`config.mk`:
```
export PLATFORM = sky130hd
export DESIGN_NAME = pidstm_regs
export DESIGN_NICKNAME = d
export VERILOG_FILES = /design/src/sv/pidstm_pkg.sv /design/src/sv/pidstm_regs.sv
export SDC_FILE = /design/constraint.sdc
export NUM_CORES = 1
export LEC_CHECK = 0
export BUFFER_PORTS_ARGS = -buffer_cell sky130_fd_sc_hd__buf_2
export CAP_MARGIN = 20
export CORE_ASPECT_RATIO = 0.8
export CORE_MARGIN = 8
export CORE_UTILIZATION = 47
export CTS_CLUSTER_DIAMETER = 50
export CTS_CLUSTER_SIZE = 20
export DETAILED_ROUTE_END_ITERATION = 12
export GPL_TIMING_DRIVEN = 0
export PLACE_DENSITY_LB_ADDON = 0.15
export SYNTH_ARGS = -nofsm -noshare
export SYNTH_HDL_FRONTEND = slang
export SYNTH_SLANG_ARGS = --single-unit
```
`constraint.sdc`:
```
create_clock -name i_clk -period 1.05 [get_ports i_clk]
set_input_delay 0 -clock i_clk [delete_from_list [all_inputs] [get_ports i_clk]]
set_output_delay 0 -clock i_clk [all_outputs]
set_load 0.005 [all_outputs]
```
`src/sv/pidstm_pkg.sv`:
```
// ----------------------------------------------------------------------------
// pidstm_pkg
// Shared types, register map and saturating Q16.16 arithmetic for the
// three-mode PID step block.
// ----------------------------------------------------------------------------
package pidstm_pkg;

    localparam int DATA_WIDTH = 32;
    localparam int FRAC_BITS  = 16;
    localparam int SUM_W      = DATA_WIDTH + 4;
    localparam int PROD_W     = 2 * DATA_WIDTH;
    localparam int PDATA_W    = 32;
    localparam int ADDR_W     = 5;
    localparam int REG_W      = 3;
    localparam int MODE_W     = 2;

    typedef logic signed [DATA_WIDTH-1:0] t_data;
    typedef logic signed [SUM_W-1:0]      t_sum;
    typedef logic signed [PROD_W-1:0]     t_prod;

    localparam t_data DATA_MAX  = {1'b0, {(DATA_WIDTH-1){1'b1}}};
    localparam t_data DATA_MIN  = {1'b1, {(DATA_WIDTH-1){1'b0}}};
    localparam t_prod FRAC_MASK = {{(PROD_W-FRAC_BITS){1'b0}}, {FRAC_BITS{1'b1}}};

    typedef enum logic [MODE_W-1:0] {
        MODE_POS  = 2'd0,
        MODE_INC  = 2'd1,
        MODE_COND = 2'd2,
        MODE_NONE = 2'd3
    } t_mode;

    typedef enum logic [REG_W-1:0] {
        REG_MODE    = 3'd0,
        REG_GAIN_P  = 3'd1,
        REG_GAIN_I  = 3'd2,
        REG_GAIN_D  = 3'd3,
        REG_GAIN_FF = 3'd4,
        REG_OUT_LO  = 3'd5,
        REG_OUT_HI  = 3'd6,
        REG_I_LIMIT = 3'd7
    } t_reg_idx;

    typedef struct packed {
        t_mode mode;
        t_data gain_p;
        t_data gain_i;
        t_data gain_d;
        t_data gain_ff;
        t_data out_low;
        t_data out_high;
        t_data integral_limit;
    } t_cfg;

    typedef struct packed {
        t_data value;
        logic  hit;
    } t_sat;

    // Saturate a widened sum back to the data width, flag when clipped.
    function automatic t_sat sat_sum(input t_sum v);
        t_sat r;
        if (v > t_sum'(DATA_MAX)) begin
            r.value = DATA_MAX;
            r.hit   = 1'b1;
        end else if (v < t_sum'(DATA_MIN)) begin
            r.value = DATA_MIN;
            r.hit   = 1'b1;
        end else begin
            r.value = v[DATA_WIDTH-1:0];
            r.hit   = 1'b0;
        end
        return r;
    endfunction

    // Q-format product: exact product, shift toward zero, saturate.
    function automatic t_sat qmul(input t_data a, input t_data b);
        t_prod p;
        t_prod q;
        t_sat  r;
        p = t_prod'(a) * t_prod'(b);
        q = (p + (p[PROD_W-1] ? FRAC_MASK : t_prod'(0))) >>> FRAC_BITS;
        if (q > t_prod'(DATA_MAX)) begin
            r.value = DATA_MAX;
            r.hit   = 1'b1;
        end else if (q < t_prod'(DATA_MIN)) begin
            r.value = DATA_MIN;
            r.hit   = 1'b1;
        end else begin
            r.value = q[DATA_WIDTH-1:0];
            r.hit   = 1'b0;
        end
        return r;
    endfunction

endpackage

```
`src/sv/pidstm_regs.sv`:
```
// ----------------------------------------------------------------------------
// pidstm_regs
// APB-style configuration registers; any write pulses a state clear.
// ----------------------------------------------------------------------------
module pidstm_regs (
    input  logic                           i_clk,
    input  logic                           i_rst_n,
    input  logic                           psel,
    input  logic                           penable,
    input  logic                           pwrite,
    input  logic [pidstm_pkg::ADDR_W-1:0]  paddr,
    input  logic [pidstm_pkg::PDATA_W-1:0] pwdata,
    output logic [pidstm_pkg::PDATA_W-1:0] prdata,
    output logic                           pready,
    output pidstm_pkg::t_cfg               o_cfg,
    output logic                           o_clear
);
    import pidstm_pkg::*;

    t_cfg     r_cfg;
    t_reg_idx reg_idx;
    logic     wr_en;

    assign reg_idx = t_reg_idx'(paddr[ADDR_W-1:ADDR_W-REG_W]);
    assign wr_en   = psel && penable && pwrite;
    assign pready  = 1'b1;
    assign o_cfg   = r_cfg;
    assign o_clear = wr_en;

    always_ff @(posedge i_clk) begin
        if (!i_rst_n) begin
            r_cfg.mode           <= MODE_POS;
            r_cfg.gain_p         <= '0;
            r_cfg.gain_i         <= '0;
            r_cfg.gain_d         <= '0;
            r_cfg.gain_ff        <= '0;
            r_cfg.out_low        <= DATA_MIN;
            r_cfg.out_high       <= DATA_MAX;
            r_cfg.integral_limit <= '0;
        end else if (wr_en) begin
            unique case (reg_idx)
                REG_MODE:    r_cfg.mode           <= t_mode'(pwdata[MODE_W-1:0]);
                REG_GAIN_P:  r_cfg.gain_p         <= pwdata[DATA_WIDTH-1:0];
                REG_GAIN_I:  r_cfg.gain_i         <= pwdata[DATA_WIDTH-1:0];
                REG_GAIN_D:  r_cfg.gain_d         <= pwdata[DATA_WIDTH-1:0];
                REG_GAIN_FF: r_cfg.gain_ff        <= pwdata[DATA_WIDTH-1:0];
                REG_OUT_LO:  r_cfg.out_low        <= pwdata[DATA_WIDTH-1:0];
                REG_OUT_HI:  r_cfg.out_high       <= pwdata[DATA_WIDTH-1:0];
                REG_I_LIMIT: r_cfg.integral_limit <= pwdata[DATA_WIDTH-1:0];
                default: ;
            endcase
        end
    end

    always_comb begin
        unique case (reg_idx)
            REG_MODE:    prdata = {{(PDATA_W-MODE_W){1'b0}}, r_cfg.mode};
            REG_GAIN_P:  prdata = r_cfg.gain_p;
            REG_GAIN_I:  prdata = r_cfg.gain_i;
            REG_GAIN_D:  prdata = r_cfg.gain_d;
            REG_GAIN_FF: prdata = r_cfg.gain_ff;
            REG_OUT_LO:  prdata = r_cfg.out_low;
            REG_OUT_HI:  prdata = r_cfg.out_high;
            REG_I_LIMIT: prdata = r_cfg.integral_limit;
            default:     prdata = '0;
        endcase
    end

endmodule

```
# Yosys cells after proc, flatten, opt, wreduce, memory -nomap -nowiden
# Cells that the tools add are included.
[classes]
add_sub_neg = 0
multipliers = 0
div_mod_pow = 0
magnitude_cmp = 0
n_eq_ne = 7
n_shift = 0
muxes = 1
bitwise = 0
reduce_logical = 11
[ops]
columns = ["op", "count"]
rows = [
  ["$pmux W32 S8", 1],
  ["$reduce_and A2 Y1", 8],
  ["$eq A3 B3 Y1 const B", 4],
  ["$eq A3 B2 Y1 const B", 2],
  ["$eq A3 B1 Y1 const B", 1],
  ["$logic_not A3 Y1", 1],
  ["$logic_and A1 B1 Y1", 2],
]
[word_totals]
register_bits = 226
latchBits = 0
mem_bits_rw = 0
mem_bits_ro = 0
in_bits = 42
output_inout_bits = 260
elab_cells = 27
n_memories = 0

# Depth between registers and ports, before layout
[depth]
ltp_word = 3
depth_mapped = 7

# Worst setup path after synthesis
# OpenSTA, ideal clock, no wires.
[synth_timing]
path_kind = "input to register"
start = "input paddr[2] (netlist name)"
end = "register r_cfg, in the netlist o_cfg[11]"
arrival_time_ps = 964
t_required_ps = 928
path_slack_ps = -36
stages = 7
path_buffers = 3
cell_sequence = "buf_2 > nand2_1 > or2_2 > clkbuf_1 > buf_2 > nand2_1 > a21boi_0"
[synth_via]
elab_chain_len = 2
[synth_lines]
columns = ["item", "line_no", "source"]
rows = [
  ["start: declaration", "pidstm_regs.sv:11", "input logic [pidstm_pkg::ADDR_W-1:0] paddr,"],
  ["$eq A3 B3 Y1", "pidstm_regs.sv:41", "unique case (reg_idx)"],
  ["$reduce_and A2 Y1 (no source line)", "--", ""],
  ["end: declaration", "pidstm_regs.sv:20", "t_cfg r_cfg;"],
]
# Every way passes these cells.
# A chain may end at the register's enable or synchronous reset.

# Worst setup path after layout
[layout_timing]
start = "register r_cfg, in the netlist o_cfg[32]"
end = "output prdata[0] (netlist name)"
[layout_via]
elab_chain_len = 1
[layout_lines]
columns = ["item", "line_no", "source"]
rows = [
  ["$pmux W32 S8", "pidstm_regs.sv:56", "unique case (reg_idx)"],
  ["end: declaration", "pidstm_regs.sv:13", "output logic [pidstm_pkg::PDATA_W-1:0] prdata,"],
]
# Every way passes these cells.

==> summary.md <==
| Metric | Value |
|---|---|
| Outcome | finished, violations left |
| Failing checks | hold timing, setup timing |
| Largest delay share family, worst path | multiplexers |
| Final nets | 1680 |
| Worst clock skew | 0 ns |
| Largest family of logic cells by synthesized area | compound AO/OA/AOI/OAI gates |
| Worst-path maximum fanout | 2 |
| Clock sink total | 226 |
| Seq/Total Area, Yosys | 45.2% |
| Critical path cell sequence | mux4_2 > mux2_4 > buf_6 |
| RSZ-0062 raised after global routing | true |
| Routed len/inst | 24.1 µm |
| Tcrit/Tclk final | 172% |
| Main flop type after synthesis | dfxtp_1 |
| First-pass GRT wire length | 66100 µm |
| Total power draw | between 15 and 20 mW |
| TritonCTS Buffers | 24 |
| Post-synthesis simple-gate area fraction | 21.9% |
| Adder-Cell Fraction of Synth Area | 0% |
| Yosys warning count | 0 |
| Area leader, netlist | dfxtp_1 |
| Max Freq | 553 MHz |
| Slowest CP cell | mux4_2 |
| Yosys cell types | 39 |
| EDFF count, synth | 0 |
| Buf/Inv on CP | 1 |
| Max FFs per register | 226 |
| Critical Path Max Stage Delay | 0.50 ns |
| Syn Area/Cell | 8.20 µm² |
| DR vias | about 11k |
| Gr usage total | 33.1% |
| Bufs on Longest Clock Path | 3 |
| Initial core utilization | around half |
| Worst-Margin Slew | between 0.7 and 0.8 ns |
| Hold crit path type | input pin to register |
| RePlAce Congestion | 0.952 |
| Mux contribution to synthesized area | 6.22% |
| Final WS setup | -0.757 ns |
| CP required | 1.05 ns |
| Vias/cell | around 5.9 |
| Max rail drop VDD | 1.17 mV |
| DP HPWL | between 30000 and 40000 µm |
| Clock transition at path regs | 0.07 ns |
| Number of global-route vias before repair | 10.6k |
| Hold slack | -0.0285 ns |
| Final Core Density | between 60% and 70% |
| CP endpoint kind | output pin |
| Clock Latency Late Sink | 0.54 ns |
| Number of cell rows | 47 |
| FFs w/ async S/R, synth | 0% |
| Crit path DAT | 1.81 ns |
| Drc violations | 0 |
| CP Class | register to output pin |
| Leak Pwr | 6.13 nW |
| Iter 0 DRT Violations | 1357 |
| Setup violators final | 79 |
| Die ar. | 26300 µm² |
| Slew Viols, Final | 0 |
| Core Area | 20800 µm² |
| H-tree depth | 1 |
| Tmin final | 1.81 ns |
| Fraction of layout cells with a size suffix above 1 | 43.5% |
| Syn Nets | between 1k and 1.5k |
| #FFs+latches synth | ~230 |
| Port Buffers | 295 |
| Compound-Gate Fraction of Synth Area | 22.0% |
| Post-synth top area share | 45.2% |
| Power Density | 1320 nW/µm² |
| Clock tree root driver cell | clkbuf_16 |
| # IOs | 302 |
| Die W | 179 µm |
| Area delta synth->final | 44.8% |
| Total grt overflow | 0 |
| Antenna viol nets, final | 0 |
| Startpoint types | register |
| Largest net degree at the start of global routing | 16 |
| DRT Pass-1 Iters | 6 |
| Synthesized area | 10000 µm² |
| CTS tree | built |
| Die Y | 147 µm |
| Initial antenna violation count | 4 |
| Post-Route WL | 46300 µm |
| Worst rel slew slack | 52.1% |
| XOR/XNOR Fraction of Synth Area | 0% |
| Ranking of synthesized cells by area | dfxtp_1, nand2_1, a21boi_0 |
| Maxcap violations | 0 |
| Final Hold Fails | 5 |
| Synthesized instance count | 1222 |
-- metrics by stage --
stage               setup TNS [ns]  hold WS (ns)  instances  setup WS, ns  area (µm²)
floorplan                   -0.567         0.124       1222       -0.0189       10000
global placement           -144.96         0.309       1786        -0.988       11800
detailed placement         -151.22         0.315       1786         -1.02       11800
CTS                         -16.68      -0.00801       1903        -0.732       14000
global route                -20.37        0.0201       1924        -0.804       14500
finish                      -17.62       -0.0285       1925        -0.757       14500
-- cells in the mapped netlist, drive strengths merged, types with 3 or more instances --
cell type and n:
a21boi 192, a21oi 4, a221oi 9, a22oi 39, buf 43, clkbuf 61, dfxtp 226, inv 5
mux2 10, mux2i 24, mux4 12, nand2 470, nand2b 3, nand3 36, nor2 22, nor2b 6
nor3 3, o211ai 19, o21ai 3, o2bb2ai 20
-- cells by family (layout without fill, tap and decap cells) --
logic type | after synthesis | in the layout
AND/OR/NAND/NOR | 550 | 550
buffers and inverters | 109 | 541
other | 1 | 3
multiplexers | 46 | 46
flip-flops | 226 | 226
AO/OA/AOI/OAI | 290 | 290
-- routing by layer --
metal	vias to the layer above	global-route usage, %	share of wire (%)
li1	4961	-	-
met1	5324	42.7	38
met2	832	49.5	43
met3	161	11.2	14
met4	4	14.2	4.6
met5	-	0	0.065
-- worst register-to-register path, cell delays in order (launching register included) --
cell and delay (ns):
dfxtp_2 0.33, buf_6 0.11, buf_4 0.12, nand2_1 0.06
nand3_1 0.08
-- final timing paths --
check,startpoint,endpoint,slack (ns),cells after the start
hold reg to reg,o_cfg[169],o_cfg[169],0.47,2
hold / removal,paddr[4],o_cfg[64],-0.03,5
setup reg to reg,o_cfg[40],o_cfg[40],0.20,4
setup / recovery,o_cfg[32],prdata[0],-0.76,3
-- power breakdown --
| part | leakage [nW] | switching [mW] | internal [mW] |
|---|---|---|---|
| Clock | 0.391 | 3.82 | 4.81 |
| Sequential | 1.89 | 0.0592 | 8.64 |
| Combinational | 3.85 | 1.13 | 0.714 |
-- cell usage in the layout, fill, tap and decap left out, drive strengths merged --
cell type / netlist / final
nor3: 3 / 3
a21boi: 192 / 192
a221oi: 9 / 9
a2111oi: 1 / 1
nand2: 470 / 470
and3: 1 / 1
o211ai: 19 / 19
dfxtp: 226 / 226
nand2b: 3 / 3
o2bb2ai: 20 / 20
or3: 2 / 2
clkbuf: 61 / 89
dlygate4sd3: 0 / 33
nor2: 22 / 22
bufinv: 0 / 1
nor2b: 6 / 6
nand3: 36 / 36
conb: 1 / 1
buf: 43 / 401
o21ai: 3 / 3
mux2i: 24 / 24
a221o: 1 / 1
a21oi: 4 / 4
diode: 0 / 2
o41ai: 1 / 1
a22oi: 39 / 39
clkinvlp: 0 / 1
nor3b: 2 / 2
a311oi: 1 / 1
clkinv: 0 / 6
mux2: 10 / 10
inv: 5 / 10
or2: 2 / 2
nand4b: 1 / 1
nand4: 1 / 1
mux4: 12 / 12
and4b: 1 / 1
-- layout make-up --
cell class | count | area [µm²]
antenna | 2 | 5.00
buffer | 104 | 601
clock buffer | 29 | 659
clock inverter | 13 | 136
fill | 1711 | 6310
inverter | 5 | 18.8
multi-input combinational | 887 | 5230
sequential | 226 | 4760
tap | 269 | 337
timing repair buffer | 390 | 2760
-- what timing repair did --
item                       in CTS  in global routing
setup endpoints to repair     227                295
hold buffers                   33                  0
hold endpoints to repair      226                  0
buffers inserted               42                 32
gates resized for setup       255                175
pin swaps                      31                 17
gates cloned                    0                  0
Power figures use the tool's default switching activity.
